### src/sv/rspa_pkg.sv
// ----------------------------------------------------------------------------
// rspa_pkg
// shared types and constants for the rotate/scale pixel address unit
// ----------------------------------------------------------------------------
package rspa_pkg;

    // source picture geometry
    localparam int SRC_W     = 256;
    localparam int SRC_H     = 240;
    localparam int SIDE_CROP = 8;

    // configuration register indexes
    localparam int CFG_IDX_W = 2;
    localparam logic [CFG_IDX_W-1:0] REG_ROTATION   = 2'd0;
    localparam logic [CFG_IDX_W-1:0] REG_MIRROR     = 2'd1;
    localparam logic [CFG_IDX_W-1:0] REG_STRETCH    = 2'd2;
    localparam logic [CFG_IDX_W-1:0] REG_FRAME_BASE = 2'd3;

    // rotation codes
    localparam logic [1:0] ROT_UP  = 2'd0;
    localparam logic [1:0] ROT_CCW = 2'd1;
    localparam logic [1:0] ROT_180 = 2'd2;
    localparam logic [1:0] ROT_CW  = 2'd3;

    // scale table index, wide enough for the largest picture width
    localparam int IDX_W = 9;

    // column term: offset plus column, up to 768 + 255
    localparam int COL_TERM_W = 11;

    typedef enum logic {
        FILL_ST,
        RUN_ST
    } fill_state_t;

    // scale table read request
    typedef struct packed {
        logic             col_en;
        logic             row_en;
        logic [IDX_W-1:0] idx;
    } rd_req_t;

endpackage

### src/sv/rspa_scale_rom.sv
// ----------------------------------------------------------------------------
// rspa_scale_rom
// centre-sampled column and row scale tables, filled by a sweep after reset
// ----------------------------------------------------------------------------
module rspa_scale_rom
    import rspa_pkg::*;
#(
    parameter int STRETCH_WIDTH  = 292,
    parameter int STRETCH_HEIGHT = 210
) (
    input  logic         clk,
    input  logic         rst_n,
    input  rd_req_t      rd,
    output logic [7:0]   col_q,
    output logic [7:0]   row_q,
    output logic         ready
);

    localparam int COL_AW = $clog2(STRETCH_WIDTH);
    localparam int ROW_AW = $clog2(STRETCH_HEIGHT);
    localparam int REM_W  = 11;

    localparam logic [COL_AW-1:0] LAST_CNT = COL_AW'(STRETCH_WIDTH - 1);
    localparam logic [COL_AW-1:0] ROW_LIM  = COL_AW'(STRETCH_HEIGHT);
    localparam logic [REM_W-1:0]  COL_STEP = REM_W'(2 * SRC_W);
    localparam logic [REM_W-1:0]  COL_DIV  = REM_W'(2 * STRETCH_WIDTH);
    localparam logic [REM_W-1:0]  ROW_STEP = REM_W'(2 * SRC_H);
    localparam logic [REM_W-1:0]  ROW_DIV  = REM_W'(2 * STRETCH_HEIGHT);

    logic [7:0] col_mem [STRETCH_WIDTH];
    logic [7:0] row_mem [STRETCH_HEIGHT];

    fill_state_t       state_reg, state_next;
    logic              fill_en;
    logic [COL_AW-1:0] cnt_reg, cnt_next;
    logic [REM_W-1:0]  col_r_reg, col_r_next;
    logic [7:0]        col_v_reg, col_v_next;
    logic [REM_W-1:0]  row_r_reg, row_r_next;
    logic [7:0]        row_v_reg, row_v_next;
    logic [REM_W-1:0]  col_sum, row_sum, row_t1;
    logic              row_inc1, row_inc2;
    logic [7:0]        col_q_reg, row_q_reg;

    // next state
    always_comb
    begin
        state_next = state_reg;
        case (state_reg)
            FILL_ST:
            begin
                if (cnt_reg == LAST_CNT)
                begin
                    state_next = RUN_ST;
                end
            end
            RUN_ST:  state_next = RUN_ST;
            default: state_next = FILL_ST;
        endcase
    end

    // state outputs
    always_comb
    begin
        fill_en = (state_reg == FILL_ST);
        ready   = (state_reg == RUN_ST);
    end

    // incremental floor((2d+1)*src / (2*depth)) for the next entry
    always_comb
    begin
        col_sum    = col_r_reg + COL_STEP;
        col_r_next = col_sum;
        col_v_next = col_v_reg;
        if (col_sum >= COL_DIV)
        begin
            col_r_next = col_sum - COL_DIV;
            col_v_next = col_v_reg + 8'd1;
        end

        row_sum  = row_r_reg + ROW_STEP;
        row_inc1 = (row_sum >= ROW_DIV);
        row_t1   = row_inc1 ? (row_sum - ROW_DIV) : row_sum;
        row_inc2 = (row_t1 >= ROW_DIV);
        row_r_next = row_inc2 ? (row_t1 - ROW_DIV) : row_t1;
        row_v_next = row_v_reg + 8'(row_inc1) + 8'(row_inc2);

        cnt_next = cnt_reg + COL_AW'(1);
    end

    always_ff @(posedge clk or negedge rst_n)
    begin
        if (!rst_n)
        begin
            state_reg <= FILL_ST;
            cnt_reg   <= '0;
            col_r_reg <= REM_W'(SRC_W);
            col_v_reg <= '0;
            row_r_reg <= REM_W'(SRC_H);
            row_v_reg <= '0;
        end
        else
        begin
            state_reg <= state_next;
            if (fill_en)
            begin
                cnt_reg   <= cnt_next;
                col_r_reg <= col_r_next;
                col_v_reg <= col_v_next;
                row_r_reg <= row_r_next;
                row_v_reg <= row_v_next;
            end
        end
    end

    // column table: written by the sweep, read once running
    always_ff @(posedge clk)
    begin
        if (fill_en)
        begin
            col_mem[cnt_reg] <= col_v_reg;
        end
        if (rd.col_en)
        begin
            col_q_reg <= col_mem[rd.idx[COL_AW-1:0]];
        end
    end

    // row table
    always_ff @(posedge clk)
    begin
        if (fill_en && (cnt_reg < ROW_LIM))
        begin
            row_mem[cnt_reg[ROW_AW-1:0]] <= row_v_reg;
        end
        if (rd.row_en)
        begin
            row_q_reg <= row_mem[rd.idx[ROW_AW-1:0]];
        end
    end

    assign col_q = col_q_reg;
    assign row_q = row_q_reg;

endmodule

### src/sv/rotate_scale_pixel_address_unit.sv
// ----------------------------------------------------------------------------
// rotate_scale_pixel_address_unit
// maps a canvas pixel to a source row/column and framebuffer byte address
// ----------------------------------------------------------------------------
// usage
//   input: a canvas coordinate transfer happens on a clock edge with start high
//   and busy low; one coordinate may follow another on every cycle
//   output: done pulses for one cycle with is_border, source_row, source_col
//   and fetch_address; the receiver cannot stall, so every result is taken
//   result path: the input transfer loads the stage 1 registers, then the stage 2
//   and output registers; throughput: one pixel per cycle once busy is low, set
//   by the three-stage pipeline around the synchronous scale table read
//   configuration: cfg_valid/cfg_ready write channel, cfg_ready always high;
//   write only while no pixel is in flight
//   reset: configuration clears to upright, no mirror, no stretch, base zero;
//   the scale tables are then filled by a sweep over STRETCH_WIDTH entries with
//   busy high, after which busy stays low
//   the pipeline has no back pressure, so nothing ever stalls inside
// ----------------------------------------------------------------------------
module rotate_scale_pixel_address_unit
    import rspa_pkg::*;
#(
    parameter int CANVAS_WIDTH   = 320,
    parameter int CANVAS_HEIGHT  = 240,
    parameter int ROW_PITCH      = 256,
    parameter int ROW_OFFSET     = 0,
    parameter int STRETCH_WIDTH  = 292,
    parameter int STRETCH_HEIGHT = 210
) (
    input  logic                 clk,
    input  logic                 rst_n,
    // pixel command
    input  logic                 start,
    output logic                 busy,
    input  logic [9:0]           canvas_x,
    input  logic [8:0]           scanline,
    // result strobe
    output logic                 done,
    output logic                 is_border,
    output logic [7:0]           source_row,
    output logic [7:0]           source_col,
    output logic [31:0]          fetch_address,
    // configuration write channel
    input  logic                 cfg_valid,
    output logic                 cfg_ready,
    input  logic [CFG_IDX_W-1:0] cfg_index,
    input  logic [31:0]          cfg_data
);

    // picture width and left edge per mode, all fixed at elaboration
    localparam int X0_UP   = (SRC_W < CANVAS_WIDTH) ? (CANVAS_WIDTH - SRC_W) / 2 : 0;
    localparam int X0_UP_S = (STRETCH_WIDTH < CANVAS_WIDTH) ?
                             (CANVAS_WIDTH - STRETCH_WIDTH) / 2 : 0;
    localparam int X0_RT   = (SRC_H < CANVAS_WIDTH) ? (CANVAS_WIDTH - SRC_H) / 2 : 0;
    localparam int X0_RT_S = (STRETCH_HEIGHT < CANVAS_WIDTH) ?
                             (CANVAS_WIDTH - STRETCH_HEIGHT) / 2 : 0;

    localparam int PITCH_W = $clog2(ROW_PITCH + 1);
    localparam int TERM_W  = 8 + PITCH_W;

    // configuration registers
    logic [1:0]  rotation_reg;
    logic        mirror_reg;
    logic        stretch_reg;
    logic [31:0] frame_base_reg;

    // stage 0: border test and table index
    logic             accept;
    logic             rom_ready;
    logic             rotated;
    logic             flip;
    logic [9:0]       pic_w;
    logic [9:0]       pic_x0;
    logic [10:0]      pic_end;
    logic             border0;
    logic [9:0]       u;
    logic [9:0]       idx0;
    rd_req_t          rd;
    logic [7:0]       col_q, row_q;

    // stage 1: after table read
    logic             s1_valid_reg;
    logic             s1_border_reg;
    logic [7:0]       s1_y_reg;
    logic [7:0]       s1_idx_reg;
    logic [7:0]       m1;
    logic [7:0]       srow1, scol1;

    // stage 2: address terms
    logic              s2_valid_reg;
    logic              s2_border_reg;
    logic [7:0]        s2_srow_reg, s2_scol_reg;
    logic [TERM_W-1:0] s2_row_term_reg, row_term_next;
    logic [COL_TERM_W-1:0] s2_col_term_reg, col_term_next;
    logic [31:0]       addr_next;

    // output registers
    logic        done_reg;
    logic        is_border_reg;
    logic [7:0]  source_row_reg, source_col_reg;
    logic [31:0] fetch_address_reg;

    assign busy      = !rom_ready;
    assign accept    = start && rom_ready;
    assign cfg_ready = 1'b1;

    // configuration writes
    always_ff @(posedge clk or negedge rst_n)
    begin
        if (!rst_n)
        begin
            rotation_reg   <= ROT_UP;
            mirror_reg     <= 1'b0;
            stretch_reg    <= 1'b0;
            frame_base_reg <= '0;
        end
        else if (cfg_valid && cfg_ready)
        begin
            case (cfg_index)
                REG_ROTATION:   rotation_reg   <= cfg_data[1:0];
                REG_MIRROR:     mirror_reg     <= cfg_data[0];
                REG_STRETCH:    stretch_reg    <= cfg_data[0];
                REG_FRAME_BASE: frame_base_reg <= cfg_data;
                default:        ;
            endcase
        end
    end

    // picture window for the current mode
    always_comb
    begin
        rotated = rotation_reg[0];
        if (rotated)
        begin
            pic_w  = stretch_reg ? 10'(STRETCH_HEIGHT) : 10'(SRC_H);
            pic_x0 = stretch_reg ? 10'(X0_RT_S) : 10'(X0_RT);
        end
        else
        begin
            pic_w  = stretch_reg ? 10'(STRETCH_WIDTH) : 10'(SRC_W);
            pic_x0 = stretch_reg ? 10'(X0_UP_S) : 10'(X0_UP);
        end
        pic_end = {1'b0, pic_x0} + {1'b0, pic_w};
    end

    // border test, horizontal position inside the picture, mirror
    always_comb
    begin
        border0 = ({1'b0, scanline} >= 10'(CANVAS_HEIGHT))
               || ({1'b0, scanline} >= 10'(SRC_H))
               || ({1'b0, canvas_x} >= 11'(CANVAS_WIDTH))
               || (canvas_x < pic_x0)
               || ({1'b0, canvas_x} >= pic_end);
        flip = mirror_reg ^ (rotation_reg == ROT_180);
        u    = canvas_x - pic_x0;
        idx0 = flip ? (pic_w - 10'd1 - u) : u;

        // only stretched picture pixels touch the tables
        rd.col_en = accept && !border0 && stretch_reg && !rotated;
        rd.row_en = accept && !border0 && stretch_reg && rotated;
        rd.idx    = idx0[IDX_W-1:0];
    end

    rspa_scale_rom #(
        .STRETCH_WIDTH  (STRETCH_WIDTH),
        .STRETCH_HEIGHT (STRETCH_HEIGHT)
    ) u_scale_rom (
        .clk   (clk),
        .rst_n (rst_n),
        .rd    (rd),
        .col_q (col_q),
        .row_q (row_q),
        .ready (rom_ready)
    );

    // stage 1 registers
    always_ff @(posedge clk or negedge rst_n)
    begin
        if (!rst_n)
        begin
            s1_valid_reg <= 1'b0;
        end
        else
        begin
            s1_valid_reg <= accept;
        end
    end

    always_ff @(posedge clk)
    begin
        if (accept)
        begin
            s1_border_reg <= border0;
            s1_y_reg      <= scanline[7:0];
            s1_idx_reg    <= idx0[7:0];
        end
    end

    // source row and column per rotation
    always_comb
    begin
        if (stretch_reg)
        begin
            m1 = rotated ? row_q : col_q;
        end
        else
        begin
            m1 = s1_idx_reg;
        end

        case (rotation_reg)
            ROT_UP:
            begin
                srow1 = s1_y_reg;
                scol1 = m1;
            end
            ROT_180:
            begin
                srow1 = 8'(SRC_H - 1) - s1_y_reg;
                scol1 = m1;
            end
            ROT_CCW:
            begin
                srow1 = m1;
                scol1 = 8'(SRC_W - 1 - SIDE_CROP) - s1_y_reg;
            end
            default:
            begin
                srow1 = 8'(SRC_H - 1) - m1;
                scol1 = 8'(SIDE_CROP) + s1_y_reg;
            end
        endcase

        if (s1_border_reg)
        begin
            srow1 = '0;
            scol1 = '0;
        end

        row_term_next = TERM_W'(srow1) * TERM_W'(ROW_PITCH);
        col_term_next = COL_TERM_W'(ROW_OFFSET) + COL_TERM_W'(scol1);
    end

    // stage 2 registers
    always_ff @(posedge clk or negedge rst_n)
    begin
        if (!rst_n)
        begin
            s2_valid_reg <= 1'b0;
        end
        else
        begin
            s2_valid_reg <= s1_valid_reg;
        end
    end

    always_ff @(posedge clk)
    begin
        if (s1_valid_reg)
        begin
            s2_border_reg   <= s1_border_reg;
            s2_srow_reg     <= srow1;
            s2_scol_reg     <= scol1;
            s2_row_term_reg <= row_term_next;
            s2_col_term_reg <= col_term_next;
        end
    end

    // final address, wraps at 32 bits; border gives zero
    always_comb
    begin
        addr_next = frame_base_reg + 32'(s2_row_term_reg) + 32'(s2_col_term_reg);
        if (s2_border_reg)
        begin
            addr_next = '0;
        end
    end

    // output registers
    always_ff @(posedge clk or negedge rst_n)
    begin
        if (!rst_n)
        begin
            done_reg <= 1'b0;
        end
        else
        begin
            done_reg <= s2_valid_reg;
        end
    end

    always_ff @(posedge clk)
    begin
        if (s2_valid_reg)
        begin
            is_border_reg     <= s2_border_reg;
            source_row_reg    <= s2_srow_reg;
            source_col_reg    <= s2_scol_reg;
            fetch_address_reg <= addr_next;
        end
    end

    assign done          = done_reg;
    assign is_border     = is_border_reg;
    assign source_row    = source_row_reg;
    assign source_col    = source_col_reg;
    assign fetch_address = fetch_address_reg;

    // every accepted pixel gives exactly one result, and no result comes without one
    a_accept_to_done: assert property (@(posedge clk) disable iff (!rst_n)
        accept |-> ##3 done)
        else $error("accepted pixel produced no result");

    a_done_from_accept: assert property (@(posedge clk) disable iff (!rst_n)
        done |-> $past(accept, 3))
        else $error("result without an accepted pixel");

    // no result while the tables are still being filled
    a_no_done_in_fill: assert property (@(posedge clk) disable iff (!rst_n)
        busy |-> !done)
        else $error("result during table fill");

    // border results carry zero fields
    a_border_zero: assert property (@(posedge clk) disable iff (!rst_n)
        (done && is_border) |->
            (source_row == 8'd0 && source_col == 8'd0 && fetch_address == 32'd0))
        else $error("border result with nonzero fields");

    // picture rows stay inside the source
    a_row_range: assert property (@(posedge clk) disable iff (!rst_n)
        (done && !is_border) |-> (source_row <= 8'(SRC_H - 1)))
        else $error("source row out of range");

endmodule

### config.mk
export PLATFORM = sky130hd
export DESIGN_NAME = rotate_scale_pixel_address_unit
export DESIGN_NICKNAME = d
export VERILOG_FILES = /design/src/sv/rspa_pkg.sv /design/src/sv/rspa_scale_rom.sv /design/src/sv/rotate_scale_pixel_address_unit.sv
export SDC_FILE = /design/constraint.sdc
export NUM_CORES = 2
export LEC_CHECK = 0
export BUFFER_PORTS_ARGS = -buffer_cell sky130_fd_sc_hd__clkbuf_2
export CORE_UTILIZATION = 60
export CTS_BUF_LIST = sky130_fd_sc_hd__clkbuf_4 sky130_fd_sc_hd__clkbuf_8
export CTS_CLUSTER_DIAMETER = 50
export DETAILED_ROUTE_END_ITERATION = 6
export PLACE_DENSITY_LB_ADDON = 0.08
export SYNTH_ARGS = -nofsm -noshare
export SYNTH_HDL_FRONTEND = slang
export SYNTH_SLANG_ARGS = --single-unit
### constraint.sdc
create_clock -name clk -period 8.65 [get_ports clk]
set_input_delay 0.4325 -clock clk [delete_from_list [all_inputs] [get_ports clk]]
set_output_delay 0.4325 -clock clk [all_outputs]
set_load 0.02 [all_outputs]
==> out/metrics.yaml <==
status:
  status: "finished, violations left"
  violations: "design-rule violations"
detailed_routing:
  avgViaCountPerCell: 6.62
  antenna_left: 0
  wirelength_met1_mm: 183
  highest_layer: "met5"
  post_drt_wl_per_cell_um: 31.3
  drc: 1
  drt_iter0_markers: 13000
  drt_first_pass_iters: 7
  dr_wl_met3_mm: 46.0
  drt-total-wl_mm: 485
  vias: 103000
  wl_met2_mm: 230
power:
  p_sw_share_pct: 35.9
  clockPowerShare_pct: 28.8
  irDropWorstVdd_uv: 481
  p_sw_mw: 20.5
  p_int_mw: 36.6
  pwr_density_cell_nw_per_um2: 292
  combPwrFrac_pct: 32.5
  seqPwrFrac_pct: 38.7
  p_leak_nw: 61.0
critical_path:
  endpoint: "u_scale_rom.col_q[0]$_DFFE_PP_"
  cp_slowest_cell: "fa_4"
  crit_required_ns: 9.59
  crit_start: "stretch_reg$_DFFE_PN0P_"
  ff2ff_setup_slack_ns: 1.67
  critPathCaptureType: "flop"
  crit_path_start_kind: "flop"
  cp.arrival_ns: 7.92
  cp_cell_sequence: "ha_1 -> ha_4 -> inv_1 -> fa_4 -> inv_1 -> ha_4 -> fa_1 -> nor2_2 -> xnor2_4 -> inv_8 -> buf_4 -> mux4_2 -> mux2i_1 -> o22ai_1 -> a311oi_1 -> nand4_1 -> a21oi_1 -> a21oi_1"
  crit_fanout: 81
  crit_type: "reg2reg"
  reg2regPathDepth: 18
  max_stage_delay_ns: 0.79
  r2r_start: "stretch_reg$_DFFE_PN0P_"
  r2r-end: "u_scale_rom.col_q[0]$_DFFE_PP_"
timing:
  finalHoldViolations: 0
  min_period_ns: 6.98
  rsz0062_at_grt: "no"
  setup_slack_ns: 1.67
  setup_tns_ns: 0
  tightest_slew_ns: 1.28
  maxSlewViolCount: 0
  post-route-period-util_pct: 80.7
  fmax_mhz: 143
  maxSlewHeadroom_pct: 14.6
  setup_viol: 0
  skew_ns: 0.0707
cells_and_area:
  final_cells: 15500
  largest_reg_flops: 2336
  drive_above_1_share_pct: 20.0
  multi_input_area_um2: 48100
  fillCellCount: 19900
  final_area_um2: 196000
  area.growth.synth_to_final_pct: 10.5
  nNetsFinal: 11200
  regArea_um2: 126000
  regMostFlops: "u_scale_rom.col_mem"
logic_synthesis:
  synth_top_family_by_area: "multiplexers"
  synthArstFlopShare_pct: 1.95
  synthSimpleGateAreaFrac_pct: 6.68
  syn_area_um2: 177000
  syn-num-nets: 10800
  muxShareOfSynthArea_pct: 13.9
  synth-adder-area-share_pct: 0.462
  ys_ff_latch: 4197
  synth_top_cell_area_share_pct: 69.8
  synthTopCellsByArea: "edfxtp_1 70%, mux4_2 10%, mux2i_1 3.4%, a211oi_1 2.3%, nand2_1 1.9%"
  synth_edf_count: 4115
  ys_seq_area_share_pct: 71.0
  yosys_warnings: 0
  synth_top_area_cell: "edfxtp_1"
  synthXorXnorAreaFrac_pct: 0.514
  synth_cell_types: 81
  netlist_instances: 10700
  avgSynthCellArea_um2: 16.6
  synth_compound_area_share_pct: 5.46
  synth_ff_type: "edfxtp_1"
die:
  die_h_um: 545
  die_w_um: 545
  start_util_pct: 60.3
  dieArea_um2: 297000
  ios: 109
  row_count: 199
  core_um2: 294000
clock_network:
  cts_root_buf: "clkbuf_8"
  cts_setup_buffers: 0
  ctsResizeCount: 0
  ctsHtreeMaxLevel: 6
  cts-buffers-inserted: 669
  clkSlewWorstSetupHoldPaths_ns: 0.06
  cts_sinks: 4197
  insertion_delay_ns: 1.22
  cts_tree: "built"
  clockBufferDepth: 4
placement:
  io_buffers: 107
  place.gp.congestion: 0.900
  dpl_cell_area_um2: 181000
  dp_cells: 14200
  place_ws_ns: 1.93
  hpwl_mm: 291
global_route:
  grt_max_degree: 220
  antenna_found_initial: 15
  grt_util_all_layers_pct: 32.4
  overflow: 0
  grt_pass1_vias: 102000
  grt_first_pass_wirelength_mm: 701
worst_hold_path:
  hold_start: "cfg_data[0]"
  holdCritPathClass: "in2reg"
flow_run:
  maxCapViolations: 0
-- through the flow --
stage | util (%) | total power [mW] | hold WS (ns)
after floorplan | - | 34.4 | 0.137
after global routing | 66.6 | 58.9 | 0.104
after detailed placement | 61.8 | 40.8 | 0.452
after CTS | 66.6 | 57.1 | 0.0171
after global placement | 61.8 | 40.7 | 0.454
final | 66.6 | 57.2 | 0.117
-- cell usage after synthesis (9+ instances only) --
cell type	n
edfxtp_1	4115
nand2_1	907
mux4_2	803
nor2_1	617
mux2i_1	605
a21oi_1	594
a211oi_1	535
nor2b_1	476
clkbuf_1	366
nand3_1	310
buf_2	255
and3_1	92
buf_1	87
dfrtp_1	77
a31oi_1	69
xnor2_1	65
ha_1	59
o21ai_0	50
nor3_1	49
a311oi_1	47
mux2_2	41
inv_1	40
nand4_1	40
a32oi_1	35
xor2_1	32
buf_4	30
a22oi_1	26
nand2b_1	22
o22ai_1	22
buf_6	17
or3_1	14
a2111oi_0	12
o211ai_1	12
or2_2	11
a21o_1	10
a211o_1	9
a22o_1	9
-- power by group through the flow --
stage                     registers, mW  clock network, mW  logic, mW
after floorplan                    22.5                  0       11.9
after global placement             22.5                  0       18.1
after detailed placement           22.5                  0       18.3
after CTS                          22.1               16.6       18.4
after global routing               22.1               17.5       19.3
final                              22.1               16.5       18.6
-- per-layer routing --
layer,global-route usage (%),vias to the layer above
met1,44.4,52900
met4,15.5,2
met3,6.03,1110
met5,0,-
li1,-,43100
met2,50.9,5529
-- kinds of logic (layout without fill, tap and decap cells) --
group | Yosys count | in the layout
DFF | 4197 | 4197
adders and majority gates | 63 | 63
AOI/OAI and AO/OA | 1487 | 1487
other | 1 | 9
buffers and inverters | 803 | 1697
muxes | 1450 | 1450
and+or+nand+nor | 2567 | 2567
xor gates and xnor gates | 100 | 100
-- critical path: cells and delay by family (launching register included) --
kind	cells	cell delay [ns]
buf+inv	4	1.54
fa+ha+maj	5	1.98
flops	1	0.36
mux	2	0.85
xor+xnor	1	0.15
compound gates	4	1.17
simple gates	2	0.62
-- how the worst min path moves through the flow --
stage,to,cells past startpoint,slack [ns]
final,frame_base_reg[0]$_DFFE_PN0P_,3,0.12
after global routing,frame_base_reg[0]$_DFFE_PN0P_,3,0.10
after global placement,source_col[3]$_DFFE_PP_,0,0.45
after floorplan,done$_DFF_PN0_,0,0.14
after detailed placement,source_col[3]$_DFFE_PP_,0,0.45
after CTS,frame_base_reg[0]$_DFFE_PN0P_,3,0.02
-- layout by cell type (no fill, tap or decap), types with 39 or more instances in the layout --
cell and n:
edfxtp_1 4115, nand2_1 898, mux4_2 803, clkbuf_8 686, nor2_1 611, mux2i_1 603, a21oi_1 594, a211oi_1 535
nor2b_1 476, nand3_1 298, clkbuf_4 237, buf_4 181, clkinv_1 145, dlygate4sd3_1 125, clkbuf_2 106, and3_1 92
clkinv_2 73, a31oi_1 69, xnor2_1 63, dfrtp_1 60, ha_1 57, o21ai_0 50, nor3_1 49, a311oi_1 47
mux2_2 41, nand4_1 40, inv_1 39
-- layout make-up --
type / count / share of cell area (%)
Timing Repair Buffer: 447 / 1.97
Multi-Input combinational cell: 5668 / 24.6
Antenna cell: 8 / 0.0102
Inverter: 48 / 0.109
Sequential cell: 4197 / 64.3
Clock inverter: 279 / 0.851
Tap cell: 3919 / 2.51
Clock buffer: 923 / 5.74
-- timing repair --
item,4_1_cts,5_1_grt
setup endpoints to repair,0,0
endpoints found under the hold margin,106,0
hold buffers,126,0
No activity file was read; power rests on OpenSTA's default activity.
